$ cat config.mk
export PLATFORM = sky130hd
export DESIGN_NAME = allocation_bitmap_find_first
export DESIGN_NICKNAME = d
export VERILOG_FILES = /design/src/hdl/abff_pkg.sv /design/src/hdl/allocation_bitmap_find_first.sv /design/src/hdl/abff_ram.sv
export SDC_FILE = /design/constraint.sdc
export NUM_CORES = 2
export LEC_CHECK = 0
export ABC_AREA = 1
export BUFFER_PORTS_ARGS = -buffer_cell sky130_fd_sc_hd__buf_2
export CAP_MARGIN = 20
export CORE_MARGIN = 4
export CORE_UTILIZATION = 30
export CTS_CLUSTER_DIAMETER = 60
export DETAILED_ROUTE_END_ITERATION = 8
export PLACE_DENSITY_LB_ADDON = 0.1
export SLEW_MARGIN = 40
export SYNTH_ARGS = -nofsm -noshare
export SYNTH_HDL_FRONTEND = slang
export SYNTH_SLANG_ARGS = --single-unit
$ cat constraint.sdc
create_clock -name clk_i -period 5.8 [get_ports clk_i]
set_clock_uncertainty 0.1 [all_clocks]
set_input_delay 0.29 -clock clk_i [delete_from_list [all_inputs] [get_ports clk_i]]
set_output_delay 0.29 -clock clk_i [all_outputs]
set_load 0.005 [all_outputs]
$ cat src/hdl/abff_pkg.sv
// Package for the allocation bitmap find-first block.
// Holds sizes, operation codes, sequencer states and the lowest-bit encoder.
// No dependencies.
package abff_pkg;

  // Bitmap geometry
  localparam int unsigned WordBits = 64;
  localparam int unsigned Words    = 16;
  localparam int unsigned WordIdxW = 4;   // selects one of Words
  localparam int unsigned BitPosW  = 6;   // selects one bit of a word
  localparam int unsigned IdxW     = 10;  // bit number
  localparam int unsigned CfgW     = 5;   // words_in_use register
  localparam int unsigned OpW      = 3;

  localparam logic [CfgW-1:0] CfgReset  = CfgW'(16);
  localparam logic [CfgW-1:0] WordsCfg  = CfgW'(Words);

  // Stream payload widths (byte aligned)
  localparam int unsigned InDataW  = 16;  // operation, bit_index
  localparam int unsigned OutDataW = 16;  // found, found_index

  // Operation codes; code 7 has no meaning
  typedef enum logic [OpW-1:0] {
    OP_SET_BIT   = 3'd0,
    OP_CLR_BIT   = 3'd1,
    OP_TEST_BIT  = 3'd2,
    OP_FIND_SET  = 3'd3,
    OP_FIND_CLR  = 3'd4,
    OP_SET_ALL   = 3'd5,
    OP_CLR_ALL   = 3'd6
  } op_e;

  // Sequencer states, one-hot
  typedef enum logic [5:0] {
    ST_IDLE = 6'b000001,
    ST_RD   = 6'b000010,
    ST_MOD  = 6'b000100,
    ST_SCAN = 6'b001000,
    ST_FILL = 6'b010000,
    ST_RES  = 6'b100000
  } state_e;

  // Position of the lowest set bit of a word (0 for an all-zero word)
  function automatic logic [BitPosW-1:0] lowest_bit(input logic [WordBits-1:0] w);
    logic [BitPosW-1:0] pos;
    pos = '0;
    for (int i = WordBits - 1; i >= 0; i--) begin
      if (w[i]) pos = BitPosW'(i);
    end
    return pos;
  endfunction

endpackage

$ cat src/hdl/allocation_bitmap_find_first.sv
// Bitmap allocator: set/clear/test a bit, find first set/clear bit, set/clear all.
// Set, clear and test read the addressed word, then modify and write it back or test it;
// find scans the words in use (one RAM word read per cycle) until a hit; set all writes
// every word in use (at most 16, one RAM write per cycle); others go straight to the result.
// One item at a time: s_axis_tready is high only while the sequencer is idle.
// Reset (async, active low) clears all bitmap words via per-word valid bits.
module allocation_bitmap_find_first (
  input  logic                           clk_i,
  input  logic                           rst_ni,
  // configuration: words_in_use
  input  logic                           cfg_we_i,
  input  logic [abff_pkg::CfgW-1:0]      cfg_wdata_i,
  // input stream
  input  logic                           s_axis_tvalid_i,
  output logic                           s_axis_tready_o,
  input  logic [abff_pkg::InDataW-1:0]   s_axis_tdata_i,  // [2:0] operation, [12:3] bit_index
  // output stream
  output logic                           m_axis_tvalid_o,
  input  logic                           m_axis_tready_i,
  output logic [abff_pkg::OutDataW-1:0]  m_axis_tdata_o   // [0] found, [10:1] found_index
);

  import abff_pkg::*;

  state_e               state_q, state_d;
  logic [CfgW-1:0]      cfg_q;
  logic [CfgW-1:0]      act;
  logic [OpW-1:0]       op_q;
  logic [IdxW-1:0]      idx_q;
  logic [CfgW-1:0]      ptr_q, ptr_d;
  logic                 pend_q, pend_d;
  logic [Words-1:0]     vbits_q, vbits_d;
  logic                 rvld_q;
  logic                 res_found_q, res_found_d;
  logic [IdxW-1:0]      res_idx_q, res_idx_d;
  logic                 m_valid_q, m_valid_d;
  logic                 m_found_q;
  logic [IdxW-1:0]      m_idx_q;
  logic                 m_load;

  logic [OpW-1:0]       in_op;
  logic [IdxW-1:0]      in_idx;
  logic                 in_valid;
  logic                 accept;

  logic                 ram_we;
  logic [WordIdxW-1:0]  ram_waddr;
  logic [WordBits-1:0]  ram_wdata;
  logic [WordIdxW-1:0]  ram_raddr;
  logic [WordBits-1:0]  ram_rdata;
  logic [WordBits-1:0]  word_data;
  logic [WordBits-1:0]  hit_word;
  logic [WordBits-1:0]  bit_mask;
  logic [WordIdxW-1:0]  word_q;
  logic [BitPosW-1:0]   bit_q;
  logic [CfgW-1:0]      prev_ptr;

  // Bitmap storage
  abff_ram #(
    .Width (WordBits),
    .Depth (Words)
  ) u_ram (
    .clk_i   (clk_i),
    .we_i    (ram_we),
    .waddr_i (ram_waddr),
    .wdata_i (ram_wdata),
    .raddr_i (ram_raddr),
    .rdata_o (ram_rdata)
  );

  // Input decode
  assign in_op    = s_axis_tdata_i[OpW-1:0];
  assign in_idx   = s_axis_tdata_i[OpW+IdxW-1:OpW];
  assign act      = (cfg_q > WordsCfg) ? WordsCfg : cfg_q;
  assign in_valid = {1'b0, in_idx[IdxW-1:BitPosW]} < act;
  assign s_axis_tready_o = (state_q == ST_IDLE);
  assign accept   = s_axis_tvalid_i && s_axis_tready_o;

  assign word_q    = idx_q[IdxW-1:BitPosW];
  assign bit_q     = idx_q[BitPosW-1:0];
  assign bit_mask  = WordBits'(1) << bit_q;
  // A word never written since reset or clear all reads as zero
  assign word_data = rvld_q ? ram_rdata : '0;
  assign hit_word  = (op_q == OP_FIND_SET) ? word_data : ~word_data;
  assign prev_ptr  = ptr_q - CfgW'(1);

  // Sequencer
  always_comb begin
    state_d     = state_q;
    ptr_d       = ptr_q;
    pend_d      = pend_q;
    vbits_d     = vbits_q;
    res_found_d = res_found_q;
    res_idx_d   = res_idx_q;
    ram_we      = 1'b0;
    ram_waddr   = word_q;
    ram_wdata   = word_data;
    ram_raddr   = word_q;
    m_load      = 1'b0;

    unique case (state_q)
      ST_IDLE: begin
        if (accept) begin
          res_idx_d = in_idx;
          ptr_d     = '0;
          pend_d    = 1'b0;
          unique case (in_op)
            OP_SET_BIT, OP_CLR_BIT, OP_TEST_BIT: begin
              if (in_valid) begin
                state_d = ST_RD;
              end else begin
                res_found_d = 1'b0;
                state_d     = ST_RES;
              end
            end
            OP_FIND_SET, OP_FIND_CLR: state_d = ST_SCAN;
            OP_SET_ALL:               state_d = ST_FILL;
            OP_CLR_ALL: begin
              for (int i = 0; i < Words; i++) begin
                if (CfgW'(i) < act) vbits_d[i] = 1'b0;
              end
              res_found_d = 1'b1;
              state_d     = ST_RES;
            end
            default: begin
              res_found_d = 1'b0;
              state_d     = ST_RES;
            end
          endcase
        end
      end

      // issue read of the addressed word
      ST_RD: begin
        ram_raddr = word_q;
        state_d   = ST_MOD;
      end

      // read-modify-write or test
      ST_MOD: begin
        if (op_q == OP_TEST_BIT) begin
          res_found_d = word_data[bit_q];
        end else begin
          ram_we          = 1'b1;
          ram_waddr       = word_q;
          ram_wdata       = (op_q == OP_SET_BIT) ? (word_data | bit_mask)
                                                 : (word_data & ~bit_mask);
          vbits_d[word_q] = 1'b1;
          res_found_d     = 1'b1;
        end
        state_d = ST_RES;
      end

      // one read issued and one word checked per cycle
      ST_SCAN: begin
        ram_raddr = ptr_q[WordIdxW-1:0];
        if (pend_q && (hit_word != '0)) begin
          res_found_d = 1'b1;
          res_idx_d   = {prev_ptr[WordIdxW-1:0], lowest_bit(hit_word)};
          state_d     = ST_RES;
        end else if (ptr_q == act) begin
          res_found_d = 1'b0;
          res_idx_d   = '0;
          state_d     = ST_RES;
        end else begin
          ptr_d  = ptr_q + CfgW'(1);
          pend_d = 1'b1;
        end
      end

      // write all ones to every word in use
      ST_FILL: begin
        if (ptr_q == act) begin
          res_found_d = 1'b1;
          state_d     = ST_RES;
        end else begin
          ram_we                         = 1'b1;
          ram_waddr                      = ptr_q[WordIdxW-1:0];
          ram_wdata                      = '1;
          vbits_d[ptr_q[WordIdxW-1:0]]   = 1'b1;
          ptr_d                          = ptr_q + CfgW'(1);
        end
      end

      // hand result to the output register once it is free
      ST_RES: begin
        if (!m_valid_q || m_axis_tready_i) begin
          m_load  = 1'b1;
          state_d = ST_IDLE;
        end
      end

      default: state_d = ST_IDLE;
    endcase
  end

  // Output register valid
  always_comb begin
    m_valid_d = m_valid_q;
    if (m_load) m_valid_d = 1'b1;
    else if (m_axis_tready_i) m_valid_d = 1'b0;
  end

  // Control state
  always_ff @(posedge clk_i or negedge rst_ni) begin
    if (!rst_ni) begin
      state_q   <= ST_IDLE;
      cfg_q     <= CfgReset;
      ptr_q     <= '0;
      pend_q    <= 1'b0;
      vbits_q   <= '0;
      m_valid_q <= 1'b0;
    end else begin
      state_q   <= state_d;
      ptr_q     <= ptr_d;
      pend_q    <= pend_d;
      vbits_q   <= vbits_d;
      m_valid_q <= m_valid_d;
      if (cfg_we_i) cfg_q <= cfg_wdata_i;
    end
  end

  // Payload registers
  always_ff @(posedge clk_i) begin
    rvld_q      <= vbits_q[ram_raddr];
    res_found_q <= res_found_d;
    res_idx_q   <= res_idx_d;
    if (accept) begin
      op_q  <= in_op;
      idx_q <= in_idx;
    end
    if (m_load) begin
      m_found_q <= res_found_q;
      m_idx_q   <= res_idx_q;
    end
  end

  assign m_axis_tvalid_o = m_valid_q;
  assign m_axis_tdata_o  = {(OutDataW - IdxW - 1)'(0), m_idx_q, m_found_q};

endmodule

$ cat src/hdl/abff_ram.sv
// Generic single-port-write, single-port-read RAM with registered read data.
// No dependencies.
module abff_ram #(
  parameter int unsigned Width = 64,
  parameter int unsigned Depth = 16
) (
  input  logic                     clk_i,
  input  logic                     we_i,
  input  logic [$clog2(Depth)-1:0] waddr_i,
  input  logic [Width-1:0]         wdata_i,
  input  logic [$clog2(Depth)-1:0] raddr_i,
  output logic [Width-1:0]         rdata_o
);

  logic [Width-1:0] mem_q [Depth];
  logic [Width-1:0] rdata_q;

  // Write port
  always_ff @(posedge clk_i) begin
    if (we_i) mem_q[waddr_i] <= wdata_i;
  end

  // Registered read port
  always_ff @(posedge clk_i) begin
    rdata_q <= mem_q[raddr_i];
  end

  assign rdata_o = rdata_q;

endmodule
---- Word-level counts from Yosys, hierarchy flattened ----
Memories as Yosys holds them, arrays and structs flattened. A register that Yosys moved wholly into a read port is not among the register bits.
Cells that the tools add are included.
operators by class
  bitwise logic cells ..................... 6
  mux-type cells .......................... 139
  shifts and indexed selects .............. 1
  reductions and logical operators ........ 38
  add/sub/neg operators ................... 2
  equality and inequality tests ........... 42
  magnitude comparators ................... 24
operators with widths
  kind                    count
  $mux W6                 69
  $mux W64                5
  $not A64 Y64            2
  $pmux W64 S2            1
  $reduce_and A6 Y1       17
  $and A64 B64 Y64        1
  $mux W16                4
  $or A64 B64 Y64         1
  $reduce_bool A64 Y1     1
  $shl A1 B6 Y64 const A  1
  $pmux W16 S3            1
  $lt A4 B5 Y1 const A    8
  $mux W1                 37
  $ne A2 B1 Y1 const B    18
  $pmux W6 S6             1
  $or A16 B16 Y16         2
  $mux W10                3
  $lt A3 B5 Y1 const A    4
  $mux W5                 4
  $pmux W10 S2            1
  $pmux W6 S3             1
  $lt A4 B5 Y1 const B    3
  $pmux W5 S3             1
  $ne A2 B2 Y1 const B    7
  other kinds (38)        59
storage, ports and cells
  memory bits (writable) .................. 1,024
  input port bits ......................... 26
  bits in registers ....................... 70
  memories kept ........................... 1
  word-level logic and storage cells ...... 281
memory list
  name         words  width  read ports  clocked after Yosys merged registers in  wr ports  line            text
  u_ram.mem_q  16     64     1           1                                        1         abff_ram.sv:15  logic [Width-1:0] mem_q [Depth];

---- Logic depth before layout (Yosys ltp) ----
  word-level depth ........................ 69
  mapped depth ............................ 69

---- Hierarchy ----
From an unflattened synthesis, not the netlist that was laid out.
second synthesis, totals
  cell total of the unflattened synthesis .. 5,525
  area, all modules ....................... 53,329.9 µm²
modules (own cells, without submodules)
  module                        instances  area each (µm²)  seq. area each (µm²)  cells an instance
  abff_ram                      1          45,285.9         32,030.7              4,210
  allocation_bitmap_find_first  1          8,044.0          1,924.3               1,315

---- Least setup slack after synthesis ----
Ideal clock, no wire load.
  kind .................................... reg-to-reg
  from .................................... register state_q[3]
  to ...................................... memory u_ram.mem_q[11][0] (enable)
  stages on the path, launching flop included .. 14
  buffers on the path ..................... 2
  slack ................................... 492 ps
  clock period less this slack ............ 5,308 ps
  library setup time ...................... 487 ps
  arrival ................................. 4,721 ps
  cells stage by stage .................... dfrtp_1 > nor2_1 > inv_1 > nor2_1 > inv_1 > nor3_1 > inv_1 > clkbuf_1 > nor2_1 > inv_1 > clkbuf_1 > o21ai_0 > nand3_1 > nor2_1
on the way
  word-level cells in the longest chain between the ends .. 4
  elaborated cells on any way between the ends .. 6
RTL lines
  element                                       line                                 text
  start: declaration                            allocation_bitmap_find_first.sv:25   state_e state_q, state_d;
  start signal: assignment                      allocation_bitmap_find_first.sv:214  state_q <= state_d;
  $eq A6 B5 Y1 or $eq A6 B3 Y1 (tied branches)  allocation_bitmap_find_first.sv:101  unique case (state_q)
  $pmux W1 S2                                   allocation_bitmap_find_first.sv:101
  $mux W1                                       abff_ram.sv:20                       if (we_i) mem_q[waddr_i] <= wdata_i;
  $mux W1 (implied by the code)                 abff_ram.sv:20
  end: declaration                              abff_ram.sv:15
Several ways; a longest one is shown, not always the timed one.

---- Worst setup path after layout ----
  from .................................... register op_q[1]
  to ...................................... register res_idx_q[0] (data pin)
on the way
  word-level cells in the longest chain between the ends .. 68
  elaborated cells on any way between the ends .. 70
RTL lines
  element                   line                                 text
  start: declaration        allocation_bitmap_find_first.sv:28   logic [OpW-1:0] op_q;
  start signal: assignment  allocation_bitmap_find_first.sv:229  op_q <= in_op;
  $eq A3 B2 Y1 *            allocation_bitmap_find_first.sv:84   assign hit_word = (op_q == OP_FIND_SET) ? word_data : ~word_data;
  $mux W64 *                allocation_bitmap_find_first.sv:84
  $mux W6 (64 in series)    abff_pkg.sv:48                       if (w[i]) pos = BitPosW'(i);
  $mux W10 *                allocation_bitmap_find_first.sv:157  if (pend_q && (hit_word != '0)) begin
  $pmux W10 S2 *            allocation_bitmap_find_first.sv:101
  net res_idx_d[0]          allocation_bitmap_find_first.sv:35   logic [IdxW-1:0] res_idx_q, res_idx_d;
  end signal: assignment    allocation_bitmap_find_first.sv:227  res_idx_q <= res_idx_d;
  end: declaration          allocation_bitmap_find_first.sv:35
Mark *: on every way through the listed nets, which the timed path passes. The rest lies on a longest branch.
A chain may end at the register's enable or synchronous reset.

==> flow_metrics.env <==
export IMPL_start_util=0.302
export IMPL_timing_setup_tns_ps=0
export IMPL_worst_pin_slew_ps=865
export IMPL_cts_htree_levels=4
export IMPL_power_mw=31.3
export IMPL_die_y_microns=410
export IMPL_cts_sinks=1158
export IMPL_fmax_mhz=213
export IMPL_final_antenna_net_count=0
export IMPL_vias=33093
export IMPL_synth_edf_count=1059
export IMPL_cts_buffers=136
export IMPL_ir_drop_mv=0.326
export IMPL_synth_seq_cells=1158
export IMPL_yosys_top_cells_area="edfxtp_1 65%, nor2_1 7.2%, o21ai_0 7.2%, nand2_1 3.1%, dfxtp_1 2.7%"
export IMPL_synthArstFlopShare=0.0294
export IMPL_status="complete, no violations"
export IMPL_io_pins=44
export IMPL_worst_path_largest_cell_delay_ps=650
export IMPL_wirelength_microns=159000
export IMPL_drtIter0Drc=2712
export IMPL_cts_clk_slew_worst_paths_ps=50
export IMPL_worst_hold_slack_ps=215
export IMPL_cts_hold_buffers_added=33
export IMPL_cp_num_buf_inv=2
export IMPL_cts_root_buf="clkbuf_16"
export IMPL_clk_latency_ps=770
export IMPL_place_ws_ps=1150
export IMPL_synthFlopType="edfxtp_1"
export IMPL_core_area_sq_mm=0.161
export IMPL_multiInputGateArea_sq_mm=0.0132
export IMPL_power_density_mw_per_mm2=549
export IMPL_ys_types=53
export IMPL_final_cells=6605
export IMPL_syn_inst=4256
export IMPL_period_share=0.811
export IMPL_slew_violations=0
export IMPL_finalCriticalPeriod_ps=4700
export IMPL_seq_area_sq_mm=0.0340
export IMPL_dr_pass1_iters=5
export IMPL_setup_viol=0
export IMPL_post_route_cells_drive_above_1_share=0.0991
export IMPL_viasPerCell=5.01
export IMPL_rows=147
export IMPL_port_buffers=35
export IMPL_grt_pass1_vias=32023
export IMPL_grt_ovfl_total=0
export IMPL_numPlacedInstances=6324
export IMPL_filler_cell_count=15940
export IMPL_crit_required_ps=6210
export IMPL_avgRoutedWirePerCell_microns=24.0
export IMPL_end_kind="flip-flop"
export IMPL_criticalPathCategory="reg2reg"
export IMPL_synth_top_cell_by_area="edfxtp_1"
export IMPL_yosysSeqAreaShare=0.699
export IMPL_min_path_type="in2reg"
export IMPL_post_cts_buffers=0
export IMPL_final_setup_worst_slack_ps=1100
export IMPL_grt_pass1_wl_microns=231000
export IMPL_synth_top_area_frac=0.655
export IMPL_arrival_ps=5120
export IMPL_die_area_sq_mm=0.168
export IMPL_cts_resized=0
export IMPL_crit_path_max_fanout=46
export IMPL_final_nets=4368
export IMPL_power_leakage_nw=19.9
export IMPL_synth_avg_cell_area_sq_um=11.4
export IMPL_maxCapViolations=0
export IMPL_hold_viol_final=0
export IMPL_rsz0062_at_grt="no"
export IMPL_cp_top_family="simple AND/OR/NAND/NOR gates"
export IMPL_die_width_microns=410
export IMPL_gp_congestion=0.892
export IMPL_netlist_area_sq_mm=0.0486
export IMPL_startpoint_type="flip-flop"
export IMPL_remaining_drc_errors=0
export IMPL_synthToLayoutAreaGrowth_pct=17.2
export IMPL_maxSlewHeadroom=0.423
export IMPL_antenna_found_initial=4
export IMPL_dp_hpwl_microns=85600
export IMPL_clock_path_buffers=3
export IMPL_grt_use_total=0.185
export IMPL_cts_tree="done"
export IMPL_grt_start_max_net_pins=152
export IMPL_crit_slowest_cell="buf_4"
export IMPL_yosysWarnings=0
export IMPL_path_common_cell="nand2_1"
cell families (layout without fill, tap and decap cells):
logic type	after synthesis	after routing	synth area share
and+or+nand+nor	1469	1469	0.118
DFF	1158	1158	0.699
AOI/OAI and AO/OA	1061	1061	0.130
buffers and inverters	495	677	0.0395
xor gates and xnor gates	65	65	0.0119
adders and majority gates	7	7	0.00180
other	1	8	0.0000772
layout by cell type (no fill, tap or decap), types with 7 or more instances in the layout:
| cell | netlist | layout |
|---|---|---|
| buf_12 | 0 | 28 |
| o32ai_1 | 57 | 57 |
| o311ai_2 | 0 | 8 |
| a31oi_1 | 9 | 9 |
| clkinv_1 | 8 | 23 |
| bufinv_16 | 0 | 9 |
| buf_4 | 10 | 111 |
| buf_2 | 5 | 37 |
| clkinv_2 | 0 | 16 |
| nor3_1 | 92 | 91 |
| o21ai_1 | 9 | 8 |
| inv_2 | 18 | 18 |
| inv_1 | 194 | 191 |
| o22ai_1 | 20 | 20 |
| xor2_1 | 62 | 62 |
| nor2_4 | 0 | 16 |
| clkbuf_16 | 0 | 140 |
| nor2_1 | 931 | 914 |
| dlygate4sd3_1 | 0 | 32 |
| a21oi_1 | 27 | 27 |
| inv_6 | 0 | 9 |
| ha_1 | 7 | 7 |
| o21ai_0 | 696 | 693 |
| nand2_1 | 400 | 400 |
| edfxtp_1 | 1059 | 1059 |
| dfrtp_1 | 32 | 32 |
| o311ai_4 | 0 | 12 |
| o221ai_1 | 77 | 77 |
| o211ai_1 | 106 | 106 |
| dfxtp_1 | 65 | 64 |
| nand3_1 | 31 | 31 |
| clkbuf_1 | 240 | 40 |
sequential cells by signal, summed over array words and instances (netlist names):
| register | cells |
|---|---|
| cfg_q | 5 |
| idx_q | 10 |
| m_axis_tvalid_o | 1 |
| m_found_q | 1 |
| m_idx_q | 10 |
| op_q | 3 |
| pend_q | 1 |
| ptr_q | 5 |
| res_found_q | 1 |
| res_idx_q | 10 |
| rvld_q | 1 |
| state_q | 6 |
| u_ram.mem_q | 1024 |
| u_ram.rdata_o | 64 |
| vbits_q | 16 |
area by class of cell:
type | instances | share of cell area
Timing Repair Buffer | 212 | 0.0342
Tap cell | 2160 | 0.0474
Inverter | 220 | 0.0148
Sequential cell | 1158 | 0.596
Multi-Input combinational cell | 2607 | 0.231
Clock inverter | 59 | 0.0104
Clock buffer | 186 | 0.0656
Antenna cell | 3 | 0.000132
where the power goes:
| group | total [mW] | internal [mW] | switching, mW |
|---|---|---|---|
| clock | 8.39 | 4.93 | 3.46 |
| sequential | 10.9 | 10.6 | 0.349 |
| combinational | 12.0 | 3.22 | 8.74 |
| total | 31.3 | 18.7 | 12.5 |
Yosys cell counts, drive strengths merged (5+ instances only):
library cell	instances
edfxtp	1059
nor2	931
o21ai	705
nand2	401
clkbuf	240
inv	212
o211ai	106
nor3	92
o221ai	77
dfxtp	65
xor2	63
o32ai	57
buf	35
dfrtp	32
nand3	32
a21oi	27
o311ai	25
o22ai	20
a31oi	9
clkinv	8
ha	7
o31ai	6
nand4	5
nor4	5
worst paths after layout:
path | to | slack, ps | start | depth (start not counted)
max | res_idx_q[0] | 1100 | op_q[1] | 56
min | idx_q[8] | 210 | s_axis_tdata_i[11] | 2
max reg2reg | res_idx_q[0] | 1100 | op_q[1] | 56
min reg2reg | m_idx_q[9] | 320 | res_idx_q[9] | 0
max in group asynchronous | vbits_q[8] | 4880 | rst_ni | 4
min in group asynchronous | cfg_q[4] | 510 | rst_ni | 3
per-layer routing:
layer  wire length, microns  global-route usage
met3                   6880              0.0266
met4                   2900              0.0453
met2                  73200               0.295
met1                  75700               0.267
met5                      0                   0
stage by stage:
step | instance area (sq um) | util
floorplan | 48600 | -
global placement | 52100 | 0.324
detailed placement | 52300 | 0.325
CTS | 56900 | 0.354
global route | 57000 | 0.354
finish | 57000 | 0.354
(Power assumes the default switching activity.)
